[src/hw/rtl/reb_pkg.sv]
// ----------------------------------------------------------------------------
// reb_pkg
// Shared types and codes for the rotary encoder and button event block.
// ----------------------------------------------------------------------------
package reb_pkg;

  localparam int NOW_BITS  = 32;
  localparam int STEPS_OUT = 8;
  localparam int DEB_BITS  = 16;

  typedef struct packed {
    logic                line_a;
    logic                line_b;
    logic                button_line;
    logic                poll;
    logic [NOW_BITS-1:0] now_ms;
  } in_item_t;

  typedef struct packed {
    logic                        event_kind;
    logic signed [STEPS_OUT-1:0] rotation_steps;
  } out_item_t;

  // Turn report from the encoder counter to the top level.
  typedef struct packed {
    logic                        hit;
    logic signed [STEPS_OUT-1:0] steps;
  } reb_turn_t;

  localparam logic EV_TURN  = 1'b0;
  localparam logic EV_CLICK = 1'b1;

endpackage

[src/hw/rtl/rotary_encoder_button_events.sv]
// ----------------------------------------------------------------------------
// rotary_encoder_button_events
// Rotary encoder decoder with debounced push-button click events.
// ----------------------------------------------------------------------------
// Takes one sample item per clock while results drain and gives at most
// one event item for it, held first in the input register and then in the
// result register. The input register and the result register each hold one
// item, so a new sample is taken in every cycle as long as out_ready keeps
// draining results; a stalled result holds the input register and only then
// drops in_ready. A falling edge on line A moves a saturating signed step
// count (up with B high, down with B low). On a poll, a nonzero count is
// reported as a turn event (event_kind 0) and cleared; with a zero count the
// button state machine runs and reports a click (event_kind 1, zero steps)
// once the button has stayed released for debounce_time milliseconds. Write
// debounce_time through cfg_we/cfg_wdata only while no item is in flight.
// ----------------------------------------------------------------------------
module rotary_encoder_button_events
  import reb_pkg::*;
#(
  parameter int TIME_BITS = 32,
  parameter int STEP_BITS = 8
) (
  input  logic                clk,
  input  logic                rst_n,
  input  logic                cfg_we,
  input  logic [DEB_BITS-1:0] cfg_wdata,
  input  logic                in_valid,
  output logic                in_ready,
  input  in_item_t            in_data,
  output logic                out_valid,
  input  logic                out_ready,
  output out_item_t           out_data
);

  logic [DEB_BITS-1:0] debounce_r;
  logic                in_valid_r;
  in_item_t            in_data_r;
  logic                out_valid_r;
  logic                out_valid_nxt;
  out_item_t           out_data_r;
  out_item_t           out_data_nxt;
  logic                adv;
  logic                fire;
  logic                btn_en;
  logic                click;
  reb_turn_t           turn;

  // Advance the held sample when the result register is free or draining.
  assign adv      = !out_valid_r || out_ready;
  assign fire     = in_valid_r && adv;
  assign in_ready = !in_valid_r || adv;

  // The button only runs on a poll that leaves no turn to report.
  assign btn_en = fire && in_data_r.poll && !turn.hit;

  reb_encoder #(
    .STEP_BITS (STEP_BITS)
  ) u_encoder (
    .clk    (clk),
    .rst_n  (rst_n),
    .fire   (fire),
    .line_a (in_data_r.line_a),
    .line_b (in_data_r.line_b),
    .poll   (in_data_r.poll),
    .turn   (turn)
  );

  reb_button #(
    .TIME_BITS (TIME_BITS)
  ) u_button (
    .clk           (clk),
    .rst_n         (rst_n),
    .en            (btn_en),
    .button_line   (in_data_r.button_line),
    .now_ms        (in_data_r.now_ms),
    .debounce_time (debounce_r),
    .click         (click)
  );

  always_comb begin
    out_valid_nxt = fire && (turn.hit || click);
    if (turn.hit) begin
      out_data_nxt.event_kind     = EV_TURN;
      out_data_nxt.rotation_steps = turn.steps;
    end else begin
      out_data_nxt.event_kind     = EV_CLICK;
      out_data_nxt.rotation_steps = '0;
    end
  end

  always_ff @(posedge clk) begin
    if (!rst_n) begin
      debounce_r  <= DEB_BITS'(50);
      in_valid_r  <= 1'b0;
      out_valid_r <= 1'b0;
    end else begin
      if (cfg_we) debounce_r <= cfg_wdata;
      if (in_ready) in_valid_r <= in_valid;
      if (adv) out_valid_r <= out_valid_nxt;
    end
  end

  // Payload registers: load on acceptance, hold otherwise.
  always_ff @(posedge clk) begin
    if (in_valid && in_ready) in_data_r <= in_data;
    if (adv && out_valid_nxt) out_data_r <= out_data_nxt;
  end

  assign out_valid = out_valid_r;
  assign out_data  = out_data_r;

  a_click_zero_steps: assert property (@(posedge clk) disable iff (!rst_n)
    out_valid_r && out_data_r.event_kind == EV_CLICK |-> out_data_r.rotation_steps == '0)
    else $error("click event carries steps");

  a_turn_nonzero: assert property (@(posedge clk) disable iff (!rst_n)
    out_valid_r && out_data_r.event_kind == EV_TURN |-> out_data_r.rotation_steps != '0)
    else $error("turn event with zero steps");

  a_one_event: assert property (@(posedge clk) disable iff (!rst_n)
    !(turn.hit && btn_en))
    else $error("button ran on a sample with a turn report");

  a_no_overrun: assert property (@(posedge clk) disable iff (!rst_n)
    out_valid_r && !out_ready && in_valid_r |=> in_valid_r && $stable(in_data_r))
    else $error("input register changed under a stalled result");

endmodule

[src/hw/rtl/reb_encoder.sv]
// ----------------------------------------------------------------------------
// reb_encoder
// Quadrature step counter with saturation and turn report on poll.
// ----------------------------------------------------------------------------
module reb_encoder
  import reb_pkg::*;
#(
  parameter int STEP_BITS = 8
) (
  input  logic      clk,
  input  logic      rst_n,
  input  logic      fire,
  input  logic      line_a,
  input  logic      line_b,
  input  logic      poll,
  output reb_turn_t turn
);

  localparam int CW = (STEP_BITS > STEPS_OUT) ? STEP_BITS : STEPS_OUT;
  localparam logic signed [STEP_BITS-1:0] STEP_MAX = {1'b0, {(STEP_BITS-1){1'b1}}};
  localparam logic signed [STEP_BITS-1:0] STEP_MIN = {1'b1, {(STEP_BITS-1){1'b0}}};
  localparam logic signed [CW-1:0] OUT_MAX = CW'(127);
  localparam logic signed [CW-1:0] OUT_MIN = CW'(-128);

  logic                        prev_a_r;
  logic                        prev_a_nxt;
  logic signed [STEP_BITS-1:0] count_r;
  logic signed [STEP_BITS-1:0] count_nxt;
  logic signed [STEP_BITS-1:0] count_upd;
  logic signed [CW-1:0]        count_wide;
  logic signed [CW-1:0]        count_clamp;

  always_comb begin
    count_upd  = count_r;
    prev_a_nxt = prev_a_r;
    if (line_a != prev_a_r) begin
      prev_a_nxt = line_a;
      // falling edge on A: B selects the direction
      if (!line_a) begin
        if (line_b) begin
          if (count_r != STEP_MAX) count_upd = count_r + STEP_BITS'(1);
        end else begin
          if (count_r != STEP_MIN) count_upd = count_r - STEP_BITS'(1);
        end
      end
    end

    count_wide = CW'(count_upd);
    if (count_wide > OUT_MAX) begin
      count_clamp = OUT_MAX;
    end else if (count_wide < OUT_MIN) begin
      count_clamp = OUT_MIN;
    end else begin
      count_clamp = count_wide;
    end

    turn.hit   = poll && (count_upd != '0);
    turn.steps = count_clamp[STEPS_OUT-1:0];
    count_nxt  = turn.hit ? '0 : count_upd;
  end

  always_ff @(posedge clk) begin
    if (!rst_n) begin
      prev_a_r <= 1'b1;
      count_r  <= '0;
    end else if (fire) begin
      prev_a_r <= prev_a_nxt;
      count_r  <= count_nxt;
    end
  end

  a_count_hold: assert property (@(posedge clk) disable iff (!rst_n)
    !fire |=> $stable(count_r) && $stable(prev_a_r))
    else $error("step count moved without an item");

  a_report_clears: assert property (@(posedge clk) disable iff (!rst_n)
    fire && turn.hit |=> count_r == '0)
    else $error("count not cleared after a turn report");

  a_hit_nonzero: assert property (@(posedge clk) disable iff (!rst_n)
    turn.hit |-> turn.steps != '0)
    else $error("turn report carries zero steps");

endmodule

[src/hw/rtl/reb_button.sv]
// ----------------------------------------------------------------------------
// reb_button
// Button debounce state machine with wrapping time differences.
// ----------------------------------------------------------------------------
module reb_button
  import reb_pkg::*;
#(
  parameter int TIME_BITS = 32
) (
  input  logic                clk,
  input  logic                rst_n,
  input  logic                en,
  input  logic                button_line,
  input  logic [NOW_BITS-1:0] now_ms,
  input  logic [DEB_BITS-1:0] debounce_time,
  output logic                click
);

  localparam int TW = (TIME_BITS > NOW_BITS) ? TIME_BITS : NOW_BITS;

  typedef enum logic [1:0] {
    PH_IDLE     = 2'd0,
    PH_DEBOUNCE = 2'd1,
    PH_PRESSED  = 2'd2
  } phase_t;

  phase_t                 phase_r;
  phase_t                 phase_nxt;
  logic [TIME_BITS-1:0]   start_r;
  logic [TIME_BITS-1:0]   start_nxt;
  logic [TIME_BITS-1:0]   last_r;
  logic [TIME_BITS-1:0]   last_nxt;
  logic [TW-1:0]          now_w;
  logic [TIME_BITS-1:0]   now_t;
  logic [TIME_BITS-1:0]   deb_t;
  logic                   pressed;
  logic                   start_done;
  logic                   release_done;

  always_comb begin
    now_w        = TW'(now_ms);
    now_t        = now_w[TIME_BITS-1:0];
    deb_t        = TIME_BITS'(debounce_time);
    pressed      = !button_line;
    last_nxt     = pressed ? now_t : last_r;
    start_done   = (now_t - start_r) >= deb_t;
    release_done = (now_t - last_nxt) >= deb_t;
    phase_nxt    = phase_r;
    start_nxt    = start_r;
    click        = 1'b0;
    case (phase_r)
      PH_DEBOUNCE: begin
        if (start_done) phase_nxt = pressed ? PH_PRESSED : PH_IDLE;
      end
      PH_PRESSED: begin
        if (release_done) begin
          phase_nxt = PH_IDLE;
          click     = en;
        end
      end
      default: begin
        // unused encoding falls back to idle
        phase_nxt = PH_IDLE;
        if (pressed) begin
          phase_nxt = PH_DEBOUNCE;
          start_nxt = now_t;
        end
      end
    endcase
  end

  always_ff @(posedge clk) begin
    if (!rst_n) begin
      phase_r <= PH_IDLE;
      start_r <= '0;
      last_r  <= '0;
    end else if (en) begin
      phase_r <= phase_nxt;
      start_r <= start_nxt;
      last_r  <= last_nxt;
    end
  end

  a_click_from_pressed: assert property (@(posedge clk) disable iff (!rst_n)
    click |-> phase_r == PH_PRESSED)
    else $error("click outside the pressed phase");

  a_click_to_idle: assert property (@(posedge clk) disable iff (!rst_n)
    click |=> phase_r == PH_IDLE)
    else $error("phase not idle after a click");

  a_hold_when_off: assert property (@(posedge clk) disable iff (!rst_n)
    !en |=> $stable(phase_r) && $stable(start_r) && $stable(last_r))
    else $error("button state moved while not enabled");

endmodule

[config.mk]
export PLATFORM = sky130hd
export DESIGN_NAME = rotary_encoder_button_events
export DESIGN_NICKNAME = d
export VERILOG_FILES = /design/src/hw/rtl/reb_pkg.sv /design/src/hw/rtl/rotary_encoder_button_events.sv /design/src/hw/rtl/reb_encoder.sv /design/src/hw/rtl/reb_button.sv
export SDC_FILE = /design/constraint.sdc
export NUM_CORES = 1
export LEC_CHECK = 0
export BUFFER_PORTS_ARGS = -buffer_cell sky130_fd_sc_hd__buf_2
export CAP_MARGIN = 15
export CELL_PAD_IN_SITES_DETAIL_PLACEMENT = 0
export CELL_PAD_IN_SITES_GLOBAL_PLACEMENT = 2
export CORE_ASPECT_RATIO = 1.25
export CORE_MARGIN = 4
export CORE_UTILIZATION = 30
export DETAILED_ROUTE_END_ITERATION = 8
export PLACE_DENSITY = 0.65
export SLEW_MARGIN = 20
export SYNTH_ARGS = -nofsm -noshare
export SYNTH_HDL_FRONTEND = slang
export SYNTH_SLANG_ARGS = --single-unit
export TNS_END_PERCENT = 20
[constraint.sdc]
create_clock -name clk -period 4.6 [get_ports clk]
set_clock_uncertainty 0.05 [all_clocks]
set_input_delay 0.23 -clock clk [delete_from_list [all_inputs] [get_ports clk]]
set_output_delay 0.23 -clock clk [all_outputs]
set_load 0.1 [all_outputs]
==> qor.yml, run 1 <==
critical_path:
  reg2reg_from: "in_data_r[33]"
  cp_max_fo: 4
  end_kind: "register"
  critPathSlowestCell: "edfxtp_1"
  required_ns: 4.90
  arrival_ns: 4.86
  criticalPathCategory: "reg -> reg"
  r2r-end: "out_valid"
  cp_num_buf_inv: 4
  cpPeakStageDelay_ns: 0.44
  worst_setup_path_start_kind: "register"
  cpMostUsedCell: "buf_4"
  worstRegToRegCells: 22
  r2r_slack_ns: 0.05
  cp_cell_sequence: "buf_4 -> mux2i_2 -> inv_1 -> fa_2 -> nand2b_4 -> a21oi_4 -> nor2_1 -> o21ai_1 -> xnor2_1 -> ha_1 -> a21oi_1 -> a21oi_1 -> a211oi_2 -> o221ai_2 -> a2111oi_2 -> o31a_1 -> nand4b_1 -> nor4_1 -> buf_4 -> o31ai_4 -> buf_4 -> a31o_2"
  cp_top_family: "compound AO/OA/AOI/OAI gates"
  crit_start: "in_data_r[33]"
timing:
  worst_slack_ns: 0.0462
  drv_slew: 0
  fin_crit_sh: 0.990
  fin_setup_tns_ns: 0
  timing.hold.ws_ns: 0.119
  rsz0062_at_grt: "true"
  clock.fmax_mhz: 220
  fin_crit_ns: 4.55
  worstMarginPinSlew_ns: 0.765
  relSlewSlack: 0.485
  hold_viol_final: 0
  setup-violations-final: 0
die:
  die_h_microns: 216
  core-area_sq_um: 34400
  io_pins: 68
  start_util: 0.303
  die_x_microns: 175
  rows: 76
  dieArea_sq_um: 37800
grt:
  antenna_found_initial: 0
  grt_util_all_layers: 0.173
  grt_pass1_wl_microns: 51700
  grt-ovfl-total: 0
  grt_pass1_vias: 9526
  grt_max_degree: 55
synthesis:
  synth_fp_nets: 1346
  synth.area.top_cells: "dfxtp_1, edfxtp_1, ha_1, mux2i_1, nor2b_1"
  yosysTopAreaCellShare: 0.179
  synth_edf_count: 45
  ys_warn_count: 0
  synthSimpleGateAreaFrac: 0.185
  synthMuxAreaShare: 0.0827
  synthFlopType: "dfxtp_1"
  synth_fa_ha_area_frac: 0.125
  synth.avg_cell_area_sq_um: 8.79
  synth_area_sq_um: 10400
  ys_seq_area_frac: 0.308
  synth_xor_area_frac: 0.0319
  synth-compound-area-share: 0.216
  synth_cells: 1186
  synth_top_cell_by_area: "dfxtp_1"
  ys_ff_latch: 138
  synthArstFlopShare: 0
  synth_top_family_by_area: "compound AO/OA/AOI/OAI gates"
  synthDistinctLibCells: 75
routing:
  routed_via_density: 5.02
  wl_met2_microns: 16400
  firstDrtPassIters: 5
  drc: 0
  top_layer: "met4"
  vias: 9404
  routedWlPerCell_microns: 17.3
  drtAntennaViolNets: 0
  dr.first_iter.drc_count: 471
  routed_wl_microns: 32400
  m1WireLength_microns: 14200
  wl_met3_microns: 810
outcome:
  run_status: "finished clean"
cts:
  htreeDepth: 4
  clockBufferDepth: 2
  clkLatencyLatePin_ns: 0.45
  clk_pin_slew_ns: 0.06
  clkSinkCount: 138
  numCtsBuffers: 17
  cts_tree: "yes"
  cts_root_buffer: "clkbuf_16"
pwr:
  ir_drop_mv: 0.318
  power.share.combinational: 0.292
  p_clk_frac: 0.350
  power_density_nw_per_um2: 282
  total_power_uw: 3770
  swShare: 0.322
  power_leakage_uw: 0.00551
  p_int_uw: 2560
  p_seq_frac: 0.358
  p_switching_uw: 1210
layout:
  multi_input_area_sq_um: 6960
  syn_to_final_growth_pct: 28.5
  regArea_sq_um: 3210
  antenna_cells: 0
  num-nets-final: 1551
  fillers: 3622
  fin_cells: 1872
  drive_above_1_share: 0.202
hold_path:
  whs_endpoint: "in_valid_r"
  holdPathStages: 4
  hold_path_class: "in -> reg"
  min_from: "out_ready"
place:
  numPortBuffers: 67
  dp_slack_ns: -0.464
  gp_congestion: 0.806
  dp_cells: 1781
  dpl.hpwl_microns: 25200
job:
  max_cap_violations: 0
-- area by class of cell --
type | count | share of cell area
inverter | 73 | 0.0205
sequential | 138 | 0.240
multi-input combinational | 918 | 0.519
timing repair buffer | 243 | 0.135
clock buffer | 19 | 0.0323
clock inverter | 13 | 0.00888
tap | 468 | 0.0437
-- how the worst max path moves through the flow --
stage / to / slack [ns] / cells past startpoint
after global placement: out_data[5] / -0.47 / 21
after floorplan: out_data[0] / 0.07 / 22
final: out_valid / 0.05 / 22
after detailed placement: out_data[7] / -0.46 / 21
after CTS: out_data[3] / 0.008 / 22
after global routing: out_valid / -0.21 / 22
-- cell usage in the layout (no fill, tap or decap), types with 13 or more instances in the layout --
master	n
buf_2	67
a21o_1	19
nor2_1	48
ha_1	97
o21ai_0	49
mux2i_1	76
and2_1	13
a21oi_1	77
nand2b_1	22
dfxtp_1	93
nand2_1	97
inv_1	73
clkbuf_16	17
o211a_1	32
buf_4	119
dlygate4sd3_1	53
o211ai_1	18
nor2b_1	70
edfxtp_1	45
nand3_1	19
xnor2_1	27
nand4_1	26
-- sequential cells by signal, indices dropped and copies added (netlist names) --
name                flops
debounce_r             16
in_data_r              36
in_valid_r              1
out_data                9
out_valid               1
u_button.last_r        32
u_button.phase_r        2
u_button.start_r       32
u_encoder.count_r       8
u_encoder.prev_a_r      1
-- cells by family after synthesis --
| group | Yosys count |
|---|---|
| multiplexers | 86 |
| AO/OA/AOI/OAI | 328 |
| AND/OR/NAND/NOR | 362 |
| buffers and inverters | 131 |
| adder cells (fa/ha/maj) | 103 |
| XOR/XNOR | 38 |
| flip-flops | 138 |
-- worst reg2reg max path: stages, from the launching register on --
cell and delay (ns):
edfxtp_1 0.44, buf_4 0.17, mux2i_2 0.17, inv_1 0.09
fa_2 0.37, nand2b_4 0.17, a21oi_4 0.18, nor2_1 0.08
o21ai_1 0.15, xnor2_1 0.14, ha_1 0.28, a21oi_1 0.16
a21oi_1 0.10, a211oi_2 0.23, o221ai_2 0.14, a2111oi_2 0.34
o31a_1 0.19, nand4b_1 0.09, nor4_1 0.29, buf_4 0.20
o31ai_4 0.07, buf_4 0.14, a31o_2 0.22
-- per-layer routing --
metal	vias to the layer above	global-route usage
met2	141	0.311
met4	0	0.0665
li1	4777	-
met5	-	0
met1	4447	0.207
met3	39	0.0274
-- power by group through the flow --
stage                     clock (uW)  sequential (uW)  combinational (uW)
after floorplan                    0             1370                 637
after global placement             0             1380                1010
after detailed placement           0             1380                1010
after CTS                       1370             1350                1060
after global routing            1420             1350                1230
final                           1320             1350                1100
-- repair_timing --
item | in CTS | in global routing
hold buffers | 53 | 0
pin swaps | 5 | 25
resized for setup | 21 | 50
setup buffers | 2 | 3
cloned | 1 | 0
hold endpoints to repair | 53 | 0
endpoints found under the setup margin | 12 | 12
-- through the flow --
step	area, sq um	util
2_1_floorplan	10400	-
3_3_place_gp	12000	0.348
3_5_place_dp	12000	0.348
4_1_cts	13100	0.382
5_1_grt	13400	0.389
6_report	13400	0.389
-- cells in the mapped netlist, drive strengths merged, types with 19 or more instances --
cell / n
clkbuf: 49
a21oi: 89
o211a: 32
nand2: 97
nand4: 26
nor2b: 71
inv: 73
xnor2: 27
nand2b: 23
edfxtp: 45
dfxtp: 93
ha: 101
a21o: 19
nand3: 20
mux2i: 85
nor2: 51
o21ai: 57
Note: power is estimated with default switching activity, not from simulation.
==> run 2, diff against run 1 <==
--- a/config.mk
+++ b/config.mk
@@ -5,6 +5,7 @@
 export SDC_FILE = /design/constraint.sdc
 export NUM_CORES = 1
 export LEC_CHECK = 0
+export ABC_AREA = 1
 export BUFFER_PORTS_ARGS = -buffer_cell sky130_fd_sc_hd__buf_2
 export CAP_MARGIN = 15
 export CELL_PAD_IN_SITES_DETAIL_PLACEMENT = 0
@@ -13,7 +14,7 @@
 export CORE_MARGIN = 4
 export CORE_UTILIZATION = 30
 export DETAILED_ROUTE_END_ITERATION = 8
-export PLACE_DENSITY = 0.65
+export PLACE_DENSITY = 0.72
 export SLEW_MARGIN = 20
 export SYNTH_ARGS = -nofsm -noshare
 export SYNTH_HDL_FRONTEND = slang
==> qor.yml, run 2 <==
timing:
  fin_crit_sh: 0.919  # was 0.990
  hold_viol_final: 0  # unchanged
  drv_slew: 0  # unchanged
  clock.fmax_mhz: 236  # was 220 MHz
  setup-violations-final: 0  # unchanged
  relSlewSlack: 0.338  # was 0.485
  rsz0062_at_grt: "false"  # was true
  fin_setup_tns_ns: 0  # unchanged
  fin_crit_ns: 4.23  # was 4.55 ns
  timing.hold.ws_ns: 0.0312  # was 0.119 ns
  worstMarginPinSlew_ns: 0.993  # was 0.765 ns
routing:
  drc: 0  # unchanged
  dr.first_iter.drc_count: 542  # was 471
  drtAntennaViolNets: 0  # unchanged
  routedWlPerCell_microns: 15.8  # was 17.3 microns
  vias: 10892  # was 9404
  firstDrtPassIters: 5  # unchanged
  routed_wl_microns: 37200  # was 32400 microns
  routed_via_density: 4.63  # was 5.02
critical_path:
  crit_start: "in_data_r[33]"  # unchanged
  reg2reg_from: "in_data_r[33]"  # unchanged
  cp_cell_sequence: "buf_12 -> buf_4 -> mux2i_1 -> ha_1 -> nand2_1 -> nor2_1 -> nand2_1 -> nor4_1 -> nand2_1 -> nand3b_1 -> nand2_1 -> nor2_1 -> nand2_1 -> nor2_1 -> nand2_1 -> nand2_1 -> nand2_1 -> nand2_1 -> inv_1"  # was buf_4 -> mux2i_2 -> inv_1 -> fa_2 -> nand2b_4 -> a21oi_4 -> nor2_1 -> o21ai_1 -> xnor2_1 -> ha_1 -> a21oi_1 -> a21oi_1 -> a211oi_2 -> o221ai_2 -> a2111oi_2 -> o31a_1 -> nand4b_1 -> nor4_1 -> buf_4 -> o31ai_4 -> buf_4 -> a31o_2
  arrival_ns: 4.33  # was 4.86 ns
  cp_top_family: "simple AND/OR/NAND/NOR gates"  # was compound AO/OA/AOI/OAI gates
  worstRegToRegCells: 19  # was 22
  cpPeakStageDelay_ns: 0.47  # was 0.44 ns
  cpMostUsedCell: "nand2_1"  # was buf_4
  crit_cells: 19  # was 22
  r2r_slack_ns: 0.37  # was 0.05 ns
  required_ns: 4.70  # was 4.90 ns
  cp_num_buf_inv: 3  # was 4
  worst_setup_path_start_kind: "register"  # unchanged
  end_kind: "register"  # unchanged
  cp_max_fo: 21  # was 4
  r2r-end: "out_data[8]"  # was out_valid
  critPathSlowestCell: "ha_1"  # was edfxtp_1
  criticalPathCategory: "reg -> reg"  # unchanged
hold_path:
  min_from: "cfg_wdata[2]"  # was out_ready
  hold_path_class: "in -> reg"  # unchanged
  whs_endpoint: "debounce_r[2]"  # was in_valid_r
  holdPathStages: 3  # was 4
layout:
  drive_above_1_share: 0.0685  # was 0.202
  final_cell_mix: "nand2_1, inv_1, nor2_1"  # was buf_4, nand2_1, ha_1
  final_common_cell: "nand2_1"  # was buf_4
  regMostFlops: "in_data_r"  # unchanged
  antenna_cells: 0  # unchanged
  reg_top3: "in_data_r (36), u_button.last_r (32), u_button.start_r (32)"  # unchanged
  num-nets-final: 2015  # was 1551
  largest_reg_flops: 36  # unchanged
  fillers: 4159  # was 3622
  syn_to_final_growth_pct: 16.8  # was 28.5%
  regArea_sq_um: 3210  # unchanged
  multi_input_area_sq_um: 6710  # was 6960 sq um
cts:
  clkLatencyLatePin_ns: 0.44  # was 0.45 ns
  hold_buffers: 40  # was 53
  ctsResizeCount: 0  # was 21
  numCtsBuffers: 17  # unchanged
  htreeDepth: 4  # unchanged
  post_cts_buffers: 0  # was 2
  clkSinkCount: 138  # unchanged
  cts_root_buffer: "clkbuf_16"  # unchanged
  cts_tree: "yes"  # unchanged
  clockBufferDepth: 2  # unchanged
  clk_pin_slew_ns: 0.07  # was 0.06 ns
synthesis:
  synth_fp_nets: 1914  # was 1346
  synthDistinctLibCells: 41  # was 75
  synthFlopType: "dfxtp_1"  # unchanged
  synth_edf_count: 45  # unchanged
  synthArstFlopShare: 0  # unchanged
  synth_cells: 1754  # was 1186
  synth.area.top_cells: "nand2_1, dfxtp_1, edfxtp_1, ha_1, inv_1"  # was dfxtp_1, edfxtp_1, ha_1, mux2i_1, nor2b_1
  synth_common_cells: "nand2_1, inv_1, nor2_1"  # was ha_1, nand2_1, dfxtp_1
  ys_ff_latch: 138  # unchanged
  synth_top_cell_by_area: "nand2_1"  # was dfxtp_1
  yosysMostFrequentCell: "nand2_1"  # was ha_1
  yosysTopAreaCellShare: 0.189  # was 0.179
  synth_area_sq_um: 11300  # was 10400 sq um
  synth.avg_cell_area_sq_um: 6.43  # was 8.79 sq um
  ys_warn_count: 0  # unchanged
  ys_seq_area_frac: 0.285  # was 0.308
grt:
  grt_pass1_vias: 10809  # was 9526
  antenna_found_initial: 0  # unchanged
  grt-ovfl-total: 0  # unchanged
  grt_pass1_wl_microns: 58500  # was 51700 microns
  grt_max_degree: 65  # was 55
  grt_util_all_layers: 0.183  # was 0.173
place:
  numPortBuffers: 67  # unchanged
  gp_congestion: 0.862  # was 0.806
  dpl.hpwl_microns: 30600  # was 25200 microns
pwr:
  power_leakage_uw: 0.00668  # was 0.00551 uW
  power_density_nw_per_um2: 296  # was 282 nW/um^2
  ir_drop_mv: 0.227  # was 0.318 mV
die:
  dieArea_sq_um: 40800  # was 37800 sq um
  die_x_microns: 181  # was 175 microns
  start_util: 0.303  # about the same
  io_pins: 68  # unchanged
  rows: 79  # was 76
  core-area_sq_um: 37200  # was 34400 sq um
  die_h_microns: 225  # was 216 microns
outcome:
  run_status: "finished clean"  # unchanged
job:
  max_cap_violations: 0  # unchanged
run 2: layout make-up:
cell class	instances	area share
inverter	318	0.0908
timing repair buffer	115	0.0614
clock inverter	14	0.0160
multi-input combinational	1265	0.509
tap	486	0.0462
clock buffer	18	0.0326
sequential	138	0.244
run 2: metrics by stage:
step	instances	instance area (sq um)	util	worst slack, ns	total power (uW)
floorplan	1754	11300	-	0.576	2080
global placement	2282	12100	0.326	0.259	2380
detailed placement	2282	12100	0.326	0.264	2380
CTS	2354	13200	0.354	0.237	3950
global route	2354	13200	0.354	0.144	4140
finish	2354	13200	0.354	0.371	3890
run 2: routing by layer:
metal	wire length [microns]	global-route usage	vias up
met5	0	0	-
met4	1150	0.0656	0
met3	709	0.0183	43
met2	19200	0.340	132
met1	16200	0.219	4945
li1	-	-	5772
run 2: kinds of logic after synthesis:
group                      Yosys count  share of synthesized area
and+or+nand+nor                    868                      0.313
AOI/OAI and AO/OA                  230                      0.113
muxes                               29                     0.0257
xor gates and xnor gates            35                     0.0272
buffers and inverters              351                      0.120
DFF                                138                      0.285
adders and majority gates          103                      0.116
run 2: report_power, final:
group          total [uW]  internal, uW  switching, uW
Clock                1520           921            596
Combinational        1030           365            662
Sequential           1350          1310           43.5
Total                3890          2590           1300
run 2: worst max-delay path by stage:
stage	end	slack, ns
after global routing	out_data[8]	0.14
after detailed placement	out_data[0]	0.26
after global placement	out_data[8]	0.26
final	out_data[8]	0.37
after CTS	out_data[8]	0.24
after floorplan	out_data[0]	0.58
run 2: tightest hold or removal path: stages:
cell	delay, ns
buf_2	0.08
o21ai_0	0.07
a21oi_1	0.11
==> run 3, diff against run 2 <==
--- a/config.mk
+++ b/config.mk
@@ -6,7 +6,6 @@
 export NUM_CORES = 1
 export LEC_CHECK = 0
 export ABC_AREA = 1
-export BUFFER_PORTS_ARGS = -buffer_cell sky130_fd_sc_hd__buf_2
 export CAP_MARGIN = 15
 export CELL_PAD_IN_SITES_DETAIL_PLACEMENT = 0
 export CELL_PAD_IN_SITES_GLOBAL_PLACEMENT = 2
@@ -14,7 +13,8 @@
 export CORE_MARGIN = 4
 export CORE_UTILIZATION = 30
 export DETAILED_ROUTE_END_ITERATION = 8
-export PLACE_DENSITY = 0.72
+export DONT_BUFFER_PORTS = 1
+export PLACE_DENSITY = 0.69
 export SLEW_MARGIN = 20
 export SYNTH_ARGS = -nofsm -noshare
 export SYNTH_HDL_FRONTEND = slang
==> qor.yml, run 3 (synthesis results as in run 2) <==
timing:
  fin_setup_tns_ns: 0  # unchanged
  worstMarginPinSlew_ns: 0.980  # was 0.993 ns
  fin_crit_sh: 0.879  # was 0.919
  drv_slew: 0  # unchanged
  rsz0062_at_grt: "false"  # unchanged
  fin_crit_ns: 4.05  # was 4.23 ns
  clock.fmax_mhz: 247  # was 236 MHz
  setup-violations-final: 0  # unchanged
  hold_viol_final: 0  # unchanged
  relSlewSlack: 0.347  # was 0.338
outcome:
  run_status: "finished clean"  # unchanged
critical_path:
  arrival_ns: 4.17  # was 4.33 ns
  required_ns: 4.73  # was 4.70 ns
  worst_setup_path_start_kind: "register"  # unchanged
  cp_max_fo: 18  # was 21
  end_kind: "register"  # unchanged
  criticalPathCategory: "reg -> reg"  # unchanged
grt:
  use_met1: 0.217  # was 0.219
  antenna_found_initial: 1  # was 0
  grt_max_degree: 65  # unchanged
  top_usage_layer: "met2"  # unchanged
  grt_pass1_wl_microns: 58600  # was 58500 microns
  grtUsageMet3: 0.0302  # was 0.0183
  grt-ovfl-total: 0  # unchanged
  grt_util_all_layers: 0.185  # was 0.183
  grtUsageMet2: 0.347  # was 0.340
  grt_pass1_vias: 10586  # was 10809
cts:
  cts_tree: "yes"  # unchanged
  clockBufferDepth: 2  # unchanged
  clkSinkCount: 138  # unchanged
  ctsResizeCount: 0  # unchanged
  clk_pin_slew_ns: 0.07  # about the same
  htreeDepth: 4  # unchanged
  cts_root_buffer: "clkbuf_16"  # unchanged
  numCtsBuffers: 17  # unchanged
  clkLatencyLatePin_ns: 0.46  # was 0.44 ns
pwr:
  total_power_uw: 3780  # was 3890 uW
  p_seq_frac: 0.362  # was 0.347
  p_switching_uw: 1360  # was 1300 uW
  power.share.combinational: 0.264  # about the same
  power_density_nw_per_um2: 292  # was 296 nW/um^2
  p_int_uw: 2420  # was 2590 uW
  swShare: 0.360  # was 0.334
  power_leakage_uw: 0.00646  # was 0.00668 uW
  p_clk_frac: 0.375  # was 0.390
  ir_drop_mv: 0.261  # was 0.227 mV
layout:
  regMostFlops: "in_data_r"  # unchanged
  syn_to_final_growth_pct: 14.8  # was 16.8%
  final_common_cell: "nand2_1"  # unchanged
  largest_reg_flops: 36  # unchanged
  fillers: 4194  # was 4159
  reg_top3: "in_data_r (36), u_button.last_r (32), u_button.start_r (32)"  # unchanged
  drive_above_1_share: 0.0358  # was 0.0685
  num-nets-final: 1964  # was 2015
  final_cell_mix: "nand2_1, inv_1, nor2_1"  # unchanged
hold_path:
  hold_path_class: "in -> reg"  # unchanged
routing:
  firstDrtPassIters: 5  # unchanged
  dr.first_iter.drc_count: 472  # was 542
  drtAntennaViolNets: 0  # unchanged
  routed_via_density: 4.61  # was 4.63
  drc: 0  # unchanged
  routedWlPerCell_microns: 16.3  # was 15.8 microns
  routed_wl_microns: 37600  # was 37200 microns
  vias: 10617  # was 10892
place:
  dpl.hpwl_microns: 30900  # was 30600 microns
  numPortBuffers: 0  # was 67
  gp_congestion: 0.846  # was 0.862
die:
  die_h_microns: 225  # unchanged
  rows: 79  # unchanged
  die_x_microns: 181  # unchanged
  core-area_sq_um: 37200  # unchanged
  start_util: 0.303  # unchanged
  io_pins: 68  # unchanged
  dieArea_sq_um: 40800  # unchanged
job:
  max_cap_violations: 0  # unchanged
==> run 3: worst paths after layout <==
path	from	end	slack [ns]	depth (start not counted)
worst max-delay path	in_data_r[33]	out_data[2]	0.55	27
worst max register to register	in_data_r[33]	out_data[2]	0.55	27
worst min register to register	u_button.start_r[30]	u_button.start_r[30]	0.41	2
worst min-delay path	cfg_wdata[15]	debounce_r[15]	0.03	2
==> run 3: through the flow <==
stage | instances | worst slack, ns | hold slack (ns) | utilization | instance area (sq um)
3_3_place_gp | 2217 | 0.615 | 0.279 | 0.317 | 11800
3_5_place_dp | 2217 | 0.543 | 0.279 | 0.317 | 11800
2_1_floorplan | 1754 | 0.576 | 0.279 | - | 11300
4_1_cts | 2303 | 0.519 | 0.00347 | 0.348 | 12900
6_report | 2304 | 0.555 | 0.0263 | 0.348 | 12900
5_1_grt | 2304 | 0.0986 | 0.0220 | 0.348 | 12900
==> run 3: power by group through the flow <==
stage / sequential, uW / clock (uW) / combinational [uW]
4_1_cts: 1370 / 1470 / 1010
5_1_grt: 1370 / 1520 / 1150
3_3_place_gp: 1390 / 0 / 959
6_report: 1370 / 1420 / 995
2_1_floorplan: 1370 / 0 / 711
3_5_place_dp: 1390 / 0 / 959
==> run 3: per-layer routing <==
metal  up-vias  share of wire  wire (microns)
met1      4784           0.43           16300
met4         0          0.022             821
met3        38          0.022             846
li1       5685              -               -
met2       110           0.52           19600
met5         -              0               0
==> run 3: final cells by class <==
class	count	area, sq um	area share
diodes	1	2.50	0.000193
well taps	486	608	0.0470
inverters	318	1200	0.0924
clock inverters	14	141	0.0109
multi-input cells	1265	6710	0.518
flip-flops and latches	138	3210	0.248
repair buffers	64	626	0.0483
clock buffers	18	450	0.0348
==> run 3: critical path, cell delays in order (launching register included) <==
cell and delay, ns:
edfxtp_1 0.35, buf_4 0.28, mux2i_1 0.27, ha_1 0.32
nand2_1 0.10, nand2_1 0.07, inv_1 0.05, nand2_1 0.12
nand2_1 0.09, nand2_1 0.12, nand2_1 0.09, nand2_1 0.08
xor2_1 0.16, ha_1 0.29, a21oi_1 0.16, nor2_1 0.05
a211oi_1 0.18, nand2_1 0.08, nor2_1 0.09, nand2_1 0.06
nor2_1 0.09, nand2_1 0.07, nor2_1 0.13, nand2_1 0.08
nand2_1 0.07, nand2_1 0.04, nand2_1 0.08, inv_1 0.15
==> run 3: what timing repair did <==
| action | in CTS | in global routing |
|---|---|---|
| setup buffers | 0 | 0 |
| hold buffers | 54 | 0 |
| hold endpoints to repair | 92 | 0 |
| setup endpoints to repair | 0 | 0 |
